==> src/rtl/jsc_pkg.sv <==
// Shared constants, reciprocal multipliers and stage payload types for the calendar converter.
package jsc_pkg;

    // Number of register stages from the input to the output register.
    localparam int STAGES = 11;

    // Accepted input window: January 1 of year 1 to December 31 of year 9999.
    localparam logic [38:0] IN_LOW  = 39'd148731206400;
    localparam logic [38:0] IN_HIGH = 39'd464269103999;

    // 86400 = 2^7 * 675: the low seven bits pass through, the rest is divided by 675.
    localparam int LOW_BITS    = 7;
    localparam int DAY_ODD_DIV = 675;

    // Reciprocals are rounded up; each shift is wide enough to keep the quotient exact
    // over the full width of the dividend.
    localparam int          SH_DAY  = 42;
    localparam logic [32:0] RCP_DAY =
        33'(((64'd1 << SH_DAY) + 64'(DAY_ODD_DIV) - 64'd1) / 64'(DAY_ODD_DIV));

    localparam logic [22:0] GREG_START   = 23'd2299161;
    localparam int          ALPHA_OFFSET = 7468865;
    localparam int          ALPHA_DIV    = 146097;
    localparam int          SH_ALPHA     = 42;
    localparam logic [24:0] RCP_ALPHA    =
        25'(((64'd1 << SH_ALPHA) + 64'(ALPHA_DIV) - 64'd1) / 64'(ALPHA_DIV));

    localparam int          SECS_PER_MIN = 60;
    localparam int          SH_SEC       = 23;
    localparam logic [17:0] RCP_SEC      =
        18'(((64'd1 << SH_SEC) + 64'(SECS_PER_MIN) - 64'd1) / 64'(SECS_PER_MIN));
    localparam int          SH_MIN       = 17;
    localparam logic [11:0] RCP_MIN      =
        12'(((64'd1 << SH_MIN) + 64'(SECS_PER_MIN) - 64'd1) / 64'(SECS_PER_MIN));

    localparam int          B_BIAS   = 1524;
    localparam int          C_OFFSET = 2442;
    localparam int          C_DIV    = 7305;
    localparam int          SH_C     = 40;
    localparam logic [27:0] RCP_C    =
        28'(((64'd1 << SH_C) + 64'(C_DIV) - 64'd1) / 64'(C_DIV));

    // Month index E = floor(10000 * (B - D) / 306001), folded into one multiplier.
    localparam int          SH_E  = 28;
    localparam logic [23:0] RCP_E = 24'(((64'd10000 << SH_E) + 64'd306000) / 64'd306001);

    // floor(30.6001 * E) for every four-bit month index.
    localparam logic [8:0] DAY_OFFSET [16] = '{
        9'd0,   9'd30,  9'd61,  9'd91,  9'd122, 9'd153, 9'd183, 9'd214,
        9'd244, 9'd275, 9'd306, 9'd336, 9'd367, 9'd397, 9'd428, 9'd459
    };

    localparam int YEAR_LATE  = 4716;
    localparam int YEAR_EARLY = 4715;

    localparam int          CENT_OFFSET = 4899;
    localparam int          LEAP_OFFSET = 4799;
    localparam int          CENT_DIV    = 100;
    localparam int          SH_CENT     = 22;
    localparam logic [15:0] RCP_CENT    =
        16'(((64'd1 << SH_CENT) + 64'(CENT_DIV) - 64'd1) / 64'(CENT_DIV));

    // Day of year is z - jan1 + 1, and only its low nine bits are kept.
    localparam logic [8:0] DOY_BIAS = 9'(32075 - 336);

    typedef struct packed {
        logic [4:0] hour;
        logic [5:0] minute;
        logic [5:0] second;
        logic [2:0] weekday;
    } tod_t;

    typedef struct packed {
        logic        oor;
        logic        greg;
        logic [22:0] z;
        logic [23:0] ax;
        logic [16:0] sod;
        logic [5:0]  wsum;
    } split_t;

    typedef struct packed {
        logic        oor;
        logic [8:0]  z_lo;
        logic [8:0]  b_lo;
        logic [26:0] cx;
        tod_t        tod;
    } adj_t;

    typedef struct packed {
        logic        oor;
        logic [8:0]  z_lo;
        logic [13:0] year;
        logic [3:0]  month;
        logic [4:0]  day;
        tod_t        tod;
    } ymd_t;

    typedef struct packed {
        logic        oor;
        logic [13:0] year;
        logic [3:0]  month;
        logic [4:0]  day;
        tod_t        tod;
        logic [8:0]  day_of_year;
    } result_t;

endpackage

==> src/rtl/jsc_date.sv <==
// Stages six to nine: year, month and day from the corrected day count.
module jsc_date (
    input  logic            aclk,
    input  logic [3:0]      stage_en,
    input  jsc_pkg::adj_t   adj,
    output jsc_pkg::ymd_t   ymd
);

    logic              oor6_next, oor6_reg, oor7_reg, oor8_reg;
    logic [8:0]        z6_next, z6_reg, z7_reg, z8_reg;
    logic [8:0]        b6_next, b6_reg;
    logic [14:0]       c6_next, c6_reg, c7_reg, c8_reg;
    jsc_pkg::tod_t     tod6_next, tod6_reg, tod7_reg, tod8_reg;
    logic [54:0]       c_prod;
    logic [8:0]        bd7_next, bd7_reg, bd8_reg;
    logic [25:0]       d_prod;
    logic [3:0]        e8_next, e8_reg;
    logic [32:0]       e_prod;
    jsc_pkg::ymd_t     ymd_next, ymd_reg;

    // Stage six: year count C.
    assign c_prod    = 55'(adj.cx) * 55'(jsc_pkg::RCP_C);
    assign c6_next   = c_prod[jsc_pkg::SH_C +: 15];
    assign oor6_next = adj.oor;
    assign z6_next   = adj.z_lo;
    assign b6_next   = adj.b_lo;
    assign tod6_next = adj.tod;

    always_ff @(posedge aclk) begin
        if (stage_en[0]) begin
            oor6_reg <= oor6_next;
            z6_reg   <= z6_next;
            b6_reg   <= b6_next;
            c6_reg   <= c6_next;
            tod6_reg <= tod6_next;
        end
    end

    // Stage seven: days left after the whole years, B - floor(1461 C / 4).
    assign d_prod   = 26'(c6_reg) * 26'd1461;
    assign bd7_next = b6_reg - d_prod[10:2];

    always_ff @(posedge aclk) begin
        if (stage_en[1]) begin
            oor7_reg <= oor6_reg;
            z7_reg   <= z6_reg;
            c7_reg   <= c6_reg;
            tod7_reg <= tod6_reg;
            bd7_reg  <= bd7_next;
        end
    end

    // Stage eight: month index E.
    assign e_prod  = 33'(bd7_reg) * 33'(jsc_pkg::RCP_E);
    assign e8_next = e_prod[jsc_pkg::SH_E +: 4];

    always_ff @(posedge aclk) begin
        if (stage_en[2]) begin
            oor8_reg <= oor7_reg;
            z8_reg   <= z7_reg;
            c8_reg   <= c7_reg;
            tod8_reg <= tod7_reg;
            bd8_reg  <= bd7_reg;
            e8_reg   <= e8_next;
        end
    end

    // Stage nine: day, month and year.
    always_comb begin
        logic [8:0]  day_full;
        logic [3:0]  mon;
        logic [14:0] yr_full;
        day_full = bd8_reg - jsc_pkg::DAY_OFFSET[e8_reg];
        mon      = (e8_reg < 4'd14) ? e8_reg - 4'd1 : e8_reg - 4'd13;
        yr_full  = c8_reg - ((mon > 4'd2) ? 15'(jsc_pkg::YEAR_LATE) : 15'(jsc_pkg::YEAR_EARLY));
        ymd_next.oor   = oor8_reg;
        ymd_next.z_lo  = z8_reg;
        ymd_next.year  = yr_full[13:0];
        ymd_next.month = mon;
        ymd_next.day   = day_full[4:0];
        ymd_next.tod   = tod8_reg;
    end

    always_ff @(posedge aclk) begin
        if (stage_en[3]) begin
            ymd_reg <= ymd_next;
        end
    end

    assign ymd = ymd_reg;

endmodule

==> config.mk <==
export PLATFORM = sky130hd
export DESIGN_NAME = jsc_date
export DESIGN_NICKNAME = d
export VERILOG_FILES = /design/src/rtl/jsc_pkg.sv /design/src/rtl/jsc_date.sv
export SDC_FILE = /design/constraint.sdc
export NUM_CORES = 1
export LEC_CHECK = 0
export BUFFER_PORTS_ARGS = -buffer_cell sky130_fd_sc_hd__buf_2
export CAP_MARGIN = 20
export CORE_UTILIZATION = 28
export DETAILED_ROUTE_END_ITERATION = 8
export GPL_ROUTABILITY_DRIVEN = 1
export PLACE_DENSITY_LB_ADDON = 0.05
export SLEW_MARGIN = 30
export SYNTH_ARGS = -nofsm -noshare
export SYNTH_HDL_FRONTEND = slang
export SYNTH_SLANG_ARGS = --single-unit
==> constraint.sdc <==
create_clock -name aclk -period 9.89 [get_ports aclk]
set_clock_uncertainty 0.05 [all_clocks]
set_input_delay 1.978 -clock aclk [delete_from_list [all_inputs] [get_ports aclk]]
set_output_delay 1.978 -clock aclk [all_outputs]
set_load 0.02 [all_outputs]
[Word level (Yosys, flattened, before mapping)]
Memory sizes are Yosys's and may differ from the RTL's.
Index checks and enable logic that the tools add are counted.
Operators by class
  $add $sub $neg: 5
  mux-type cells: 4
  bitwise logic cells: 1
  multipliers: 3
  $lt $le $gt $ge: 3
Operators with widths (number)
  27-bit by 28-bit multiplier with 55-bit output, second input constant: 1
  9-bit by 22-bit multiplier with 30-bit output, second input constant: 1
  15-bit by 11-bit multiplier with 11-bit output, second input constant: 1
  14-bit by 13-bit subtractor with 14-bit output: 1
  5-bit 2-to-1 mux: 2
  9-bit subtractor: 1
  5-bit >= comparator, second input constant: 1
  4-bit inverter with 5-bit output: 1
  5-bit subtractor: 1
  4-bit by 2-bit greater-than comparator with 1-bit output, second input constant: 1
  4-bit < comparator, second input constant: 1
  4-bit 2-to-1 mux: 1
  4-bit by 1-bit subtractor with 4-bit output, second input constant: 1
  4-bit subtractor, second input constant: 1
  3-bit 2-to-1 mux: 1
Storage, ports and cells
  output and inout port bits: 53
  memories kept: 1
  flip-flop bits (word level): 213
  memory bits (read-only): 144
  input port bits: 71
  logic and storage cells: 51
Memories
  (no name shown): words 16, bits a word 9, rd ports 1, clocked after memory_dff 0, wr ports 0, line jsc_date.sv:73  | day_full = bd8_reg - jsc_pkg::DAY_OFFSET[e8_reg];

[Logic depth before layout (Yosys ltp)]
  depth in word-level cells: 5
  gate-level depth with buffers: 24
  mapped depth without buffers: 24

[Worst setup path before layout]
No wires, ideal clock.
  path type: input -> register
  start: input port adj[38] in the netlist's numbering
  end: register c6_reg[11], data pin
  cell stages on the path: 20
  buffers on the path: 0
  slack: 1.994 ns
  setup time: 0.180 ns
  data required time: 9.660 ns
  data arrival time: 7.666 ns
  path through: fa_1 > inv_1 > fa_1 > inv_1 > ha_1 > fa_1 > fa_1 > fa_1 > inv_1 > fa_1 > inv_1 > ha_1 > nand4_1 > nor4_2 > o2111ai_1 > o21ai_1 > o311ai_2 > a21o_1 > a2111o_1 > o311ai_1
On the way
  cells in the longest elaborated chain, start to end: 1
RTL lines
  start: declaration: line jsc_date.sv:5  | input jsc_pkg::adj_t adj,
  27-bit by 28-bit multiplier with 55-bit output: line jsc_date.sv:22  | assign c_prod = 55'(adj.cx) * 55'(jsc_pkg::RCP_C);
  net c_prod[51]: line jsc_date.sv:14  | logic [54:0] c_prod;
  end signal: assignment: line jsc_date.sv:34  | c6_reg <= c6_next;
  end: declaration: line jsc_date.sv:12  | logic [14:0] c6_next, c6_reg, c7_reg, c8_reg;
The timed path passes the listed nets, and every way through them passes these cells.
A chain may end at the register's enable or synchronous reset.

[Final worst setup path]
  start: input port adj[29] in the netlist's numbering
  end: register c6_reg[0], data pin
The elaborated chain is that of the path after synthesis.

==> out/metrics.cfg <==
[timing]
slew_violations=0
final.setup.tns_ns=0
fin_crit_sh_pct=84.7
rsz0062_at_grt=no
max_freq_ghz=0.119
finalCriticalPeriod_ns=8.38
worst_slew_pin_slew_ns=0.781
slew_headroom_pct=47.9
hold_viol=0
setup_viol=0

[global_route]
track_usage_pct=14.6
grt_max_degree=54
antenna_found_initial=0
grt-ovfl-total=0
grt_pass1_wl_mm=90.5
grt_pass1_vias=15000

[run_status]
status=completed

[logic_synthesis]
synth_compound_area_share_pct=5.82
post_synth_xor_area_fraction_pct=2.81
async_flop_share_pct=0
yosys.area.top_type_share_pct=29.5
synth.net_count=2700
synth_most_common_cell=inv_1
synth_top_family_by_area=adder cells
synth_fa_ha_area_share_pct=51.0
yosysWarnings=0
synth.area.mux_share_pct=0.285
yosys.area_share.simple_pct=2.84
synth-seq-cells=212
netlist_top_cells_count=inv_1, ha_1, fa_1
synthCells=1902
yosys-top-cells-area=fa_1, edfxtp_1, ha_1
avgSynthCellArea_sq_um=12.0
synth_area_sq_um=22800
seq_area_frac_synth_pct=27.9
yosysTopAreaCell=fa_1
synth-edff-count=212
ys_types=61
ys_dominant_reg_cell=edfxtp_1

[finish]
area_growth_pct=11.8
finalInstanceArea_sq_um=25500
diodes=0
largest_reg_flops=53
drive_gt1_share_pct=8.51
fin_nets=2849
stdcell_count=3128
n_fill_cell=8245

[cts]
cts_tree=yes
cts_setup_buffers=0
clk_latency_ns=0.53
cts_buffer_depth=3
clk_pin_slew_ns=0.06
cts-root-buf=clkbuf_16
clock-sinks=212
cts_hold_buf=0
numCtsBuffers=23
cts_resized=0
h-tree-depth=1

[job]
max_cap_viol_count=0

[placed_design]
place.gp.congestion=0.841
port_buffers=123
place_inst=3086
post_dp_cell_area_sq_um=24800
dp_hpwl_mm=51.6

[routing]
dr.pass1.iters=6
antenna_left=0
route.detailed.drc=0
drtIter0Drc=563
vias_per_cell=4.22
dr_total_vias=13200
route.detailed.wl_per_inst_um=18.8
routed_wl_mm=58.9

[setup_path]
required_ns=10.10
worst-setup-path-type=primary input to register
cp_max_fo=6
cp-start-kind=primary input
arrival_ns=8.59
r2r_setup_slack_ns=4.72
crit_slowest_cell=fa_1
crit_chain=buf_2 -> inv_1 -> fa_1 -> inv_1 -> fa_1 -> fa_1 -> fa_1 -> fa_1 -> fa_1 -> inv_1 -> fa_1 -> inv_1 -> ha_1 -> nand3_1 -> or2_2 -> nor3_1 -> o311a_1 -> a311oi_1 -> a2111oi_0 -> nor2_1 -> xnor2_1
cp-end-kind=register
critPathTopFamily=adder cells
crit_top_cell=fa_1
crit_buf_inv=5
cpPeakStageDelay_ns=0.68

[floorplan]
core_area_sq_um=80500
die_h_um=287
initial_core_util_pct=28.3
io_pins=124
num_rows=104
die_w_um=287
die_area_sq_um=82500

[min_path]
worstHoldPathType=register to register

cell type report:
class                           instances  area, sq um  share of cell area [%]
Clock buffer                           29          598                    2.35
Clock inverter                         13          133                   0.520
Inverter                              564         2120                    8.31
Multi-Input combinational cell       1123        14300                    56.1
Sequential cell                       212         6370                    25.0
Tap cell                             1060         1330                    5.20
Timing Repair Buffer                  127          646                    2.53
worst paths after layout:
kind         depth (start not counted)         start      endpoint
min reg2reg                          0  tod7_reg[17]  tod8_reg[17]
max reg2reg                         15    bd7_reg[3]     e8_reg[2]
max                                 21       adj[29]     c6_reg[0]
min                                  0  tod7_reg[17]  tod8_reg[17]
kinds of logic after synthesis:
group,count (synthesis)
fa+ha+maj,727
mux,4
compound gates,191
buf+inv,567
xor+xnor,73
simple gates,128
flops,212
metal layers:
metal	up-vias	part of all wire, %	track usage [%]
li1	6420	-	-
met1	6609	46	19.4
met2	152	51	26.6
met3	29	2.2	0.817
met4	0	0.89	1.82
met5	-	0	0
worst reg2reg max path: cells and delay by family, from the launching register on:
| kind | cells | cell delay [ns] |
|---|---|---|
| buf+inv | 2 | 0.17 |
| compound gates | 7 | 1.69 |
| flops | 1 | 0.61 |
| xor+xnor | 1 | 0.08 |
| fa+ha+maj | 5 | 2.29 |
stage by stage:
stage	utilization, %	hold slack [ns]	worst slack [ns]
after detailed placement	30.7	0.355	0.862
final	31.6	0.363	1.51
after floorplan	-	0.350	1.99
after global routing	31.6	0.372	1.17
after CTS	31.6	0.366	1.40
after global placement	30.7	0.351	0.863
placed cells by master (no fill, tap or decap), drive strengths merged, types with 10 or more instances in the layout:
| cell | Yosys | layout |
|---|---|---|
| a21oi | 57 | 57 |
| nand3 | 13 | 13 |
| o21bai | 10 | 10 |
| ha | 391 | 391 |
| edfxtp | 212 | 212 |
| clkbuf | 3 | 29 |
| o21ai | 24 | 24 |
| nor2 | 33 | 33 |
| nand2 | 29 | 29 |
| inv | 564 | 566 |
| xnor2 | 44 | 44 |
| buf | 0 | 127 |
| a21o | 41 | 41 |
| xor2 | 29 | 29 |
| fa | 336 | 336 |
Power is left out: the tool's default activity adds up to more than one toggle a clock period on the data nets, which glitch-free logic cannot reach.
