==> src/rtl/jsc_pkg.sv <==
// Shared constants, reciprocal multipliers and stage payload types for the calendar converter.
package jsc_pkg;

    // Number of register stages from the input to the output register.
    localparam int STAGES = 11;

    // Accepted input window: January 1 of year 1 to December 31 of year 9999.
    localparam logic [38:0] IN_LOW  = 39'd148731206400;
    localparam logic [38:0] IN_HIGH = 39'd464269103999;

    // 86400 = 2^7 * 675: the low seven bits pass through, the rest is divided by 675.
    localparam int LOW_BITS    = 7;
    localparam int DAY_ODD_DIV = 675;

    // Reciprocals are rounded up; each shift is wide enough to keep the quotient exact
    // over the full width of the dividend.
    localparam int          SH_DAY  = 42;
    localparam logic [32:0] RCP_DAY =
        33'(((64'd1 << SH_DAY) + 64'(DAY_ODD_DIV) - 64'd1) / 64'(DAY_ODD_DIV));

    localparam logic [22:0] GREG_START   = 23'd2299161;
    localparam int          ALPHA_OFFSET = 7468865;
    localparam int          ALPHA_DIV    = 146097;
    localparam int          SH_ALPHA     = 42;
    localparam logic [24:0] RCP_ALPHA    =
        25'(((64'd1 << SH_ALPHA) + 64'(ALPHA_DIV) - 64'd1) / 64'(ALPHA_DIV));

    localparam int          SECS_PER_MIN = 60;
    localparam int          SH_SEC       = 23;
    localparam logic [17:0] RCP_SEC      =
        18'(((64'd1 << SH_SEC) + 64'(SECS_PER_MIN) - 64'd1) / 64'(SECS_PER_MIN));
    localparam int          SH_MIN       = 17;
    localparam logic [11:0] RCP_MIN      =
        12'(((64'd1 << SH_MIN) + 64'(SECS_PER_MIN) - 64'd1) / 64'(SECS_PER_MIN));

    localparam int          B_BIAS   = 1524;
    localparam int          C_OFFSET = 2442;
    localparam int          C_DIV    = 7305;
    localparam int          SH_C     = 40;
    localparam logic [27:0] RCP_C    =
        28'(((64'd1 << SH_C) + 64'(C_DIV) - 64'd1) / 64'(C_DIV));

    // Month index E = floor(10000 * (B - D) / 306001), folded into one multiplier.
    localparam int          SH_E  = 28;
    localparam logic [23:0] RCP_E = 24'(((64'd10000 << SH_E) + 64'd306000) / 64'd306001);

    // floor(30.6001 * E) for every four-bit month index.
    localparam logic [8:0] DAY_OFFSET [16] = '{
        9'd0,   9'd30,  9'd61,  9'd91,  9'd122, 9'd153, 9'd183, 9'd214,
        9'd244, 9'd275, 9'd306, 9'd336, 9'd367, 9'd397, 9'd428, 9'd459
    };

    localparam int YEAR_LATE  = 4716;
    localparam int YEAR_EARLY = 4715;

    localparam int          CENT_OFFSET = 4899;
    localparam int          LEAP_OFFSET = 4799;
    localparam int          CENT_DIV    = 100;
    localparam int          SH_CENT     = 22;
    localparam logic [15:0] RCP_CENT    =
        16'(((64'd1 << SH_CENT) + 64'(CENT_DIV) - 64'd1) / 64'(CENT_DIV));

    // Day of year is z - jan1 + 1, and only its low nine bits are kept.
    localparam logic [8:0] DOY_BIAS = 9'(32075 - 336);

    typedef struct packed {
        logic [4:0] hour;
        logic [5:0] minute;
        logic [5:0] second;
        logic [2:0] weekday;
    } tod_t;

    typedef struct packed {
        logic        oor;
        logic        greg;
        logic [22:0] z;
        logic [23:0] ax;
        logic [16:0] sod;
        logic [5:0]  wsum;
    } split_t;

    typedef struct packed {
        logic        oor;
        logic [8:0]  z_lo;
        logic [8:0]  b_lo;
        logic [26:0] cx;
        tod_t        tod;
    } adj_t;

    typedef struct packed {
        logic        oor;
        logic [8:0]  z_lo;
        logic [13:0] year;
        logic [3:0]  month;
        logic [4:0]  day;
        tod_t        tod;
    } ymd_t;

    typedef struct packed {
        logic        oor;
        logic [13:0] year;
        logic [3:0]  month;
        logic [4:0]  day;
        tod_t        tod;
        logic [8:0]  day_of_year;
    } result_t;

endpackage

==> src/rtl/jsc_doy.sv <==
// Stages ten and eleven: day of year against the Gregorian January 1, and the output register.
module jsc_doy (
    input  logic              aclk,
    input  logic [1:0]        stage_en,
    input  jsc_pkg::ymd_t     ymd,
    output jsc_pkg::result_t  result
);

    jsc_pkg::ymd_t     ymd10_next, ymd10_reg;
    logic [7:0]        q10_next, q10_reg;
    logic [8:0]        p10_next, p10_reg;
    logic [14:0]       cent_sum;
    logic [30:0]       cent_prod;
    logic [25:0]       leap_prod;
    jsc_pkg::result_t  result_next, result_reg;

    // Stage ten: the century term and the four-year term of January 1.
    assign cent_sum   = 15'(ymd.year) + 15'(jsc_pkg::CENT_OFFSET);
    assign cent_prod  = 31'(cent_sum) * 31'(jsc_pkg::RCP_CENT);
    assign q10_next   = cent_prod[jsc_pkg::SH_CENT +: 8];
    assign leap_prod  = 26'(15'(ymd.year) + 15'(jsc_pkg::LEAP_OFFSET)) * 26'd1461;
    assign p10_next   = leap_prod[10:2];
    assign ymd10_next = ymd;

    always_ff @(posedge aclk) begin
        if (stage_en[0]) begin
            ymd10_reg <= ymd10_next;
            q10_reg   <= q10_next;
            p10_reg   <= p10_next;
        end
    end

    // Stage eleven: everything is taken modulo 512, which is all the field keeps.
    always_comb begin
        logic [9:0] q3;
        logic [8:0] doy;
        q3  = 10'(q10_reg) * 10'd3;
        doy = ymd10_reg.z_lo - p10_reg + 9'(q3 >> 2) + jsc_pkg::DOY_BIAS;
        result_next.oor = ymd10_reg.oor;
        if (ymd10_reg.oor) begin
            result_next.year        = '0;
            result_next.month       = '0;
            result_next.day         = '0;
            result_next.tod         = '0;
            result_next.day_of_year = '0;
        end else begin
            result_next.year        = ymd10_reg.year;
            result_next.month       = ymd10_reg.month;
            result_next.day         = ymd10_reg.day;
            result_next.tod         = ymd10_reg.tod;
            result_next.day_of_year = doy;
        end
    end

    always_ff @(posedge aclk) begin
        if (stage_en[1]) begin
            result_reg <= result_next;
        end
    end

    assign result = result_reg;

endmodule

==> config.mk <==
export PLATFORM = sky130hd
export DESIGN_NAME = jsc_doy
export DESIGN_NICKNAME = d
export VERILOG_FILES = /design/src/rtl/jsc_pkg.sv /design/src/rtl/jsc_doy.sv
export SDC_FILE = /design/constraint.sdc
export NUM_CORES = 1
export LEC_CHECK = 0
export BUFFER_PORTS_ARGS = -buffer_cell sky130_fd_sc_hd__buf_4
export CORE_MARGIN = 2
export CORE_UTILIZATION = 35
export CTS_BUF_LIST = sky130_fd_sc_hd__clkbuf_16
export DETAILED_ROUTE_END_ITERATION = 16
export PLACE_DENSITY = 0.54
export SYNTH_ARGS = -nofsm -noshare
export SYNTH_HDL_FRONTEND = slang
export SYNTH_SLANG_ARGS = --single-unit
==> constraint.sdc <==
create_clock -name aclk -period 8 [get_ports aclk]
set_input_delay 1.2 -clock aclk [delete_from_list [all_inputs] [get_ports aclk]]
set_output_delay 1.2 -clock aclk [all_outputs]
set_load 0.02 [all_outputs]
Word-level counts from Yosys, hierarchy flattened
Index checks and enable logic that the tools add are counted.
Widths: inputs -> output; s select.
- multiply operators: 3
- add/sub/neg operators: 5
- operators with widths (operator ; count):
    $add 14x13->15 const B ; 2
    $mul 15x13->27 const B ; 1
    $mul 15x11->11 const B ; 1
    $mul 8x2->10 const B ; 1
    $add 9x8->9 ; 1
    $add 9x9->9 const B ; 1
    $sub 9x9->9 ; 1
- flip-flop bits (word level): 123
- input port bits: 56

Depth between registers and ports, before layout
- depth in word-level cells: 3
- gate-level depth with buffers: 27

Worst setup path after synthesis
No wires, ideal clock.
- path kind: in2reg
- start: in ymd[29] (netlist bit)
- end: reg q10_reg[7], data pin
- slack: 0.845 ns
- setup time: 0.260 ns
- required time: 7.740 ns
- path buffers: 0
- data arrival time: 6.895 ns
- stages: 25
- cells stage by stage: inv_1 > ha_1 > nor2b_1 > a31oi_1 > nand3b_4 > a21oi_1 > xnor2_1 > inv_1 > fa_1 > inv_1 > ha_1 > inv_1 > fa_1 > inv_1 > fa_1 > inv_1 > fa_1 > inv_1 > ha_1 > and4_1 > a221oi_1 > o31ai_2 > a311oi_2 > o21bai_1 > xnor2_1
- word-level cells in the longest chain between the ends: 2
- RTL lines (item ; line ; source):
    start: declaration ; jsc_doy.sv:5 ; input jsc_pkg::ymd_t ymd,
    $add 14x13->15 ; jsc_doy.sv:18 ; assign cent_sum = 15'(ymd.year) + 15'(jsc_pkg::CENT_OFFSET);
    $mul 15x13->27 ; jsc_doy.sv:19 ; assign cent_prod = 31'(cent_sum) * 31'(jsc_pkg::RCP_CENT);
    named net cent_prod[29] ; jsc_doy.sv:13 ; logic [30:0] cent_prod;
    end signal: assignment ; jsc_doy.sv:28 ; q10_reg <= q10_next;
    end: declaration ; jsc_doy.sv:10 ; logic [7:0] q10_next, q10_reg;
The timed path passes the listed nets, and every way through them passes these cells.
A chain may end at the register's enable or synchronous reset.

Worst setup path in the final report
- start: in ymd[30] (netlist bit)
- end: reg q10_reg[7], data pin
The elaborated chain is that of the path after synthesis.

==> flow_summary_export.csv <==
group,metric,value,unit
timing,worst-slew-pin-transition,0.953,ns
floorplanning,std_cell_rows,61,
timing,final_max_slew_viol_count,0,
logic_synthesis,synthCells,812,
setup_path,slowest_stage,"sky130_fd_sc_hd__fa_1",
clocking,ctsLongestPathBuffers,2,
floorplanning,initial_utilization,35.3,%
finish,fraction_of_final_layout_cells_sized_beyond_drive_strength_1,17.2,%
outcome,status,"complete, no violations",
logic_synthesis,ys_seq_elements,123,
power_and_ir_drop,clockPowerShare,15.0,%
placement,port-buffer-count,108,
placement,hpwl,14900,um
global_route,gr-usage-all-layers,13.6,%
timing,clock_skew,0.00760,ns
global_route,grt_max_degree,71,
setup_path,crit-reg2reg-launch,"q10_reg[1]$_DFFE_PP_",
routing,drc,0,
clocking,cts_sinks,123,
setup_path,crit_path_max_incr_delay,0.53,ns
routing,totalWireLength,18700,um
routing,vias,5700,
power_and_ir_drop,p_leak,0.00554,uW
power_and_ir_drop,ir_worst_vdd,229,uV
finish,largest_register_ffs,53,
logic_synthesis,dominantRegCellSynth,"sky130_fd_sc_hd__edfxtp_1",
logic_synthesis,synth_seq_area_share,37.8,%
setup_path,critPathRequiredTime,8.16,ns
finish,design.final.nets,1224,
routing,dr_pass1_iterations,5,
timing,finalSetupViolCount,0,
power_and_ir_drop,power_density,451,nW/um^2
routing,post_route_ant_nets,0,
floorplanning,floorplan.io_pins,109,
logic_synthesis,syn_area_cell,12.0,um^2
finish,final_core_utilization,42.2,%
logic_synthesis,netlist_top_cells_count,"sky130_fd_sc_hd__inv_1, sky130_fd_sc_hd__ha_1, sky130_fd_sc_hd__edfxtp_1",
floorplanning,die-area,29200,um^2
timing,final-hold-violation-count,0,
logic_synthesis,post_synth_edffs,123,
clocking,cts_hold_repair.buffers,0,
logic_synthesis,synth_largest_area_cell,"sky130_fd_sc_hd__edfxtp_1",
finish,num-fill-cells,2696,
power_and_ir_drop,power_frac_comb,66.7,%
logic_synthesis,synth_fp_nets,1101,
power_and_ir_drop,p_int,2990,uW
clocking,path_clk_slew,0.06,ns
logic_synthesis,yosys.area.top_type_share,37.8,%
floorplanning,die_height,171,um
global_route,grt_first_pass_wirelength,30500,um
clocking,clk_latency,0.42,ns
placement,gpl.final_weighted_congestion,0.806,
timing,post_route_setup_tns,0,ns
setup_path,setup.worst_path.start_class,"input port",
global_route,first_global_vias,5975,
setup_path,worst_path_class_setup,"input port to flip-flop",
global_route,antenna_found_initial,0,
placement,pre_cts_slack,0.375,ns
finish,area_growth_syn_to_layout,19.4,%
timing,max_slew_margin,36.5,%
routing,route.detailed.wl_per_inst,14.1,um
timing,final.period_utilization,89.7,%
logic_synthesis,synthesis.yosys.warnings,0,
setup_path,timing.critical_path.max_delay_family,"adder cells",
job,max_cap_viol_count,0,
setup_path,critical-path-top-cell-by-count,"sky130_fd_sc_hd__inv_1",
finish,antenna-diode-count,0,
logic_synthesis,synth-async-reset-ratio,0,%
logic_synthesis,post_synth_main_area_contributors,"sky130_fd_sc_hd__edfxtp_1, sky130_fd_sc_hd__ha_1, sky130_fd_sc_hd__fa_1, sky130_fd_sc_hd__inv_1, sky130_fd_sc_hd__xnor2_1",
power_and_ir_drop,power.sequential.fraction,18.3,%
clocking,post_cts_resized,0,
routing,drt_iter0_markers,191,
timing,minimum_setup_slack_in_the_final_design,0.827,ns
setup_path,worst-path-buf-inv,7,
power_and_ir_drop,power.share.switching,43.2,%
floorplanning,die-width,171,um
clocking,post_cts_setup_buffer_count,0,
logic_synthesis,number_of_different_library_cells_in_the_post_synthesis_netlist,44,
timing,grt_setup_unrepaired,"no",
clocking,h-tree-depth,4,
setup_path,cp-startpoint,"ymd[30]",
timing,clock.fmax,139,MHz
floorplanning,core-area,27600,um^2
timing,finalCriticalPeriod,7.17,ns
clocking,tritoncts.num_buffers,17,
setup_path,timing.critical_path.arrival,7.34,ns
min_path,timing.hold.worst.start,"ymd10_reg[15]$_DFFE_PP_",
setup_path,endpoint_kind,"flip-flop",
logic_synthesis,post_synth_instance_area,9760,um^2
routing,route.detailed.vias_per_inst,4.30,
clocking,cts_tree,"built",
min_path,hold_path.class,"flip-flop to flip-flop",
clocking,cts-root-buf,"sky130_fd_sc_hd__clkbuf_16",
global_route,grt_overflow,0,
logic_synthesis,yosys.cell_count.top_type,"sky130_fd_sc_hd__inv_1",
setup_path,critical_path.max_fanout,5,
power_and_ir_drop,switching_power,2270,uW
==> layout by cell type, fill, tap and decap left out, types with 20 or more instances in the layout <==
master,count
sky130_fd_sc_hd__ha_1,151
sky130_fd_sc_hd__nor2_1,25
sky130_fd_sc_hd__fa_1,82
sky130_fd_sc_hd__inv_1,181
sky130_fd_sc_hd__buf_4,115
sky130_fd_sc_hd__edfxtp_1,123
sky130_fd_sc_hd__xor2_1,20
sky130_fd_sc_hd__nor2b_1,53
sky130_fd_sc_hd__xnor2_1,48
sky130_fd_sc_hd__a21oi_1,22
==> stage by stage <==
| stage | hold WS, ns | cells | area, um^2 | total power [uW] |
|---|---|---|---|---|
| 2_1_floorplan | 0.509 | 812 | 9760 | 3690 |
| 3_3_place_gp | 0.512 | 1294 | 11000 | 4460 |
| 3_5_place_dp | 0.518 | 1294 | 11000 | 4540 |
| 4_1_cts | 0.533 | 1326 | 11600 | 5370 |
| 5_1_grt | 0.550 | 1326 | 11600 | 5920 |
| 6_report | 0.533 | 1326 | 11600 | 5260 |
==> power groups by stage <==
| stage | Sequential [uW] | Clock [uW] | Combinational, uW |
|---|---|---|---|
| after floorplan | 1020 | 0 | 2680 |
| after global placement | 975 | 0 | 3490 |
| after detailed placement | 977 | 0 | 3560 |
| after CTS | 964 | 807 | 3600 |
| after global routing | 973 | 827 | 4120 |
| final | 960 | 789 | 3510 |
==> area by class of cell <==
cell class	count	area [um^2]	area share (%)
Sequential cell	123	3690	31.7
Timing Repair Buffer	115	863	7.41
Multi-Input combinational cell	495	5330	45.7
Clock inverter	15	179	1.54
Inverter	183	687	5.90
Tap cell	378	473	4.06
Clock buffer	17	425	3.65
==> worst paths after layout <==
path	to	cells after the start	slack [ns]
min reg2reg	result[24]$_SDFFCE_PP0P_	1	0.53
max	q10_reg[7]$_DFFE_PP_	27	0.83
max reg2reg	result[8]$_SDFFCE_PP0P_	17	4.17
min	result[24]$_SDFFCE_PP0P_	1	0.53
==> per-layer routing <==
layer | wire (um) | vias to the layer above | GRT usage (%)
met5 | 0 | - | 0
met4 | 225 | 0 | 4.27
met3 | 530 | 16 | 2.20
met2 | 9330 | 79 | 23.3
met1 | 8640 | 2722 | 17.5
li1 | - | 2883 | -
==> cell families after synthesis <==
group           share of synthesized area [%]
compound gates                           4.74
flops                                    37.8
buf+inv                                  7.56
fa+ha+maj                                36.2
simple gates                             6.81
xor+xnor                                 6.77
mux                                     0.103
(Power assumes the default switching activity.)
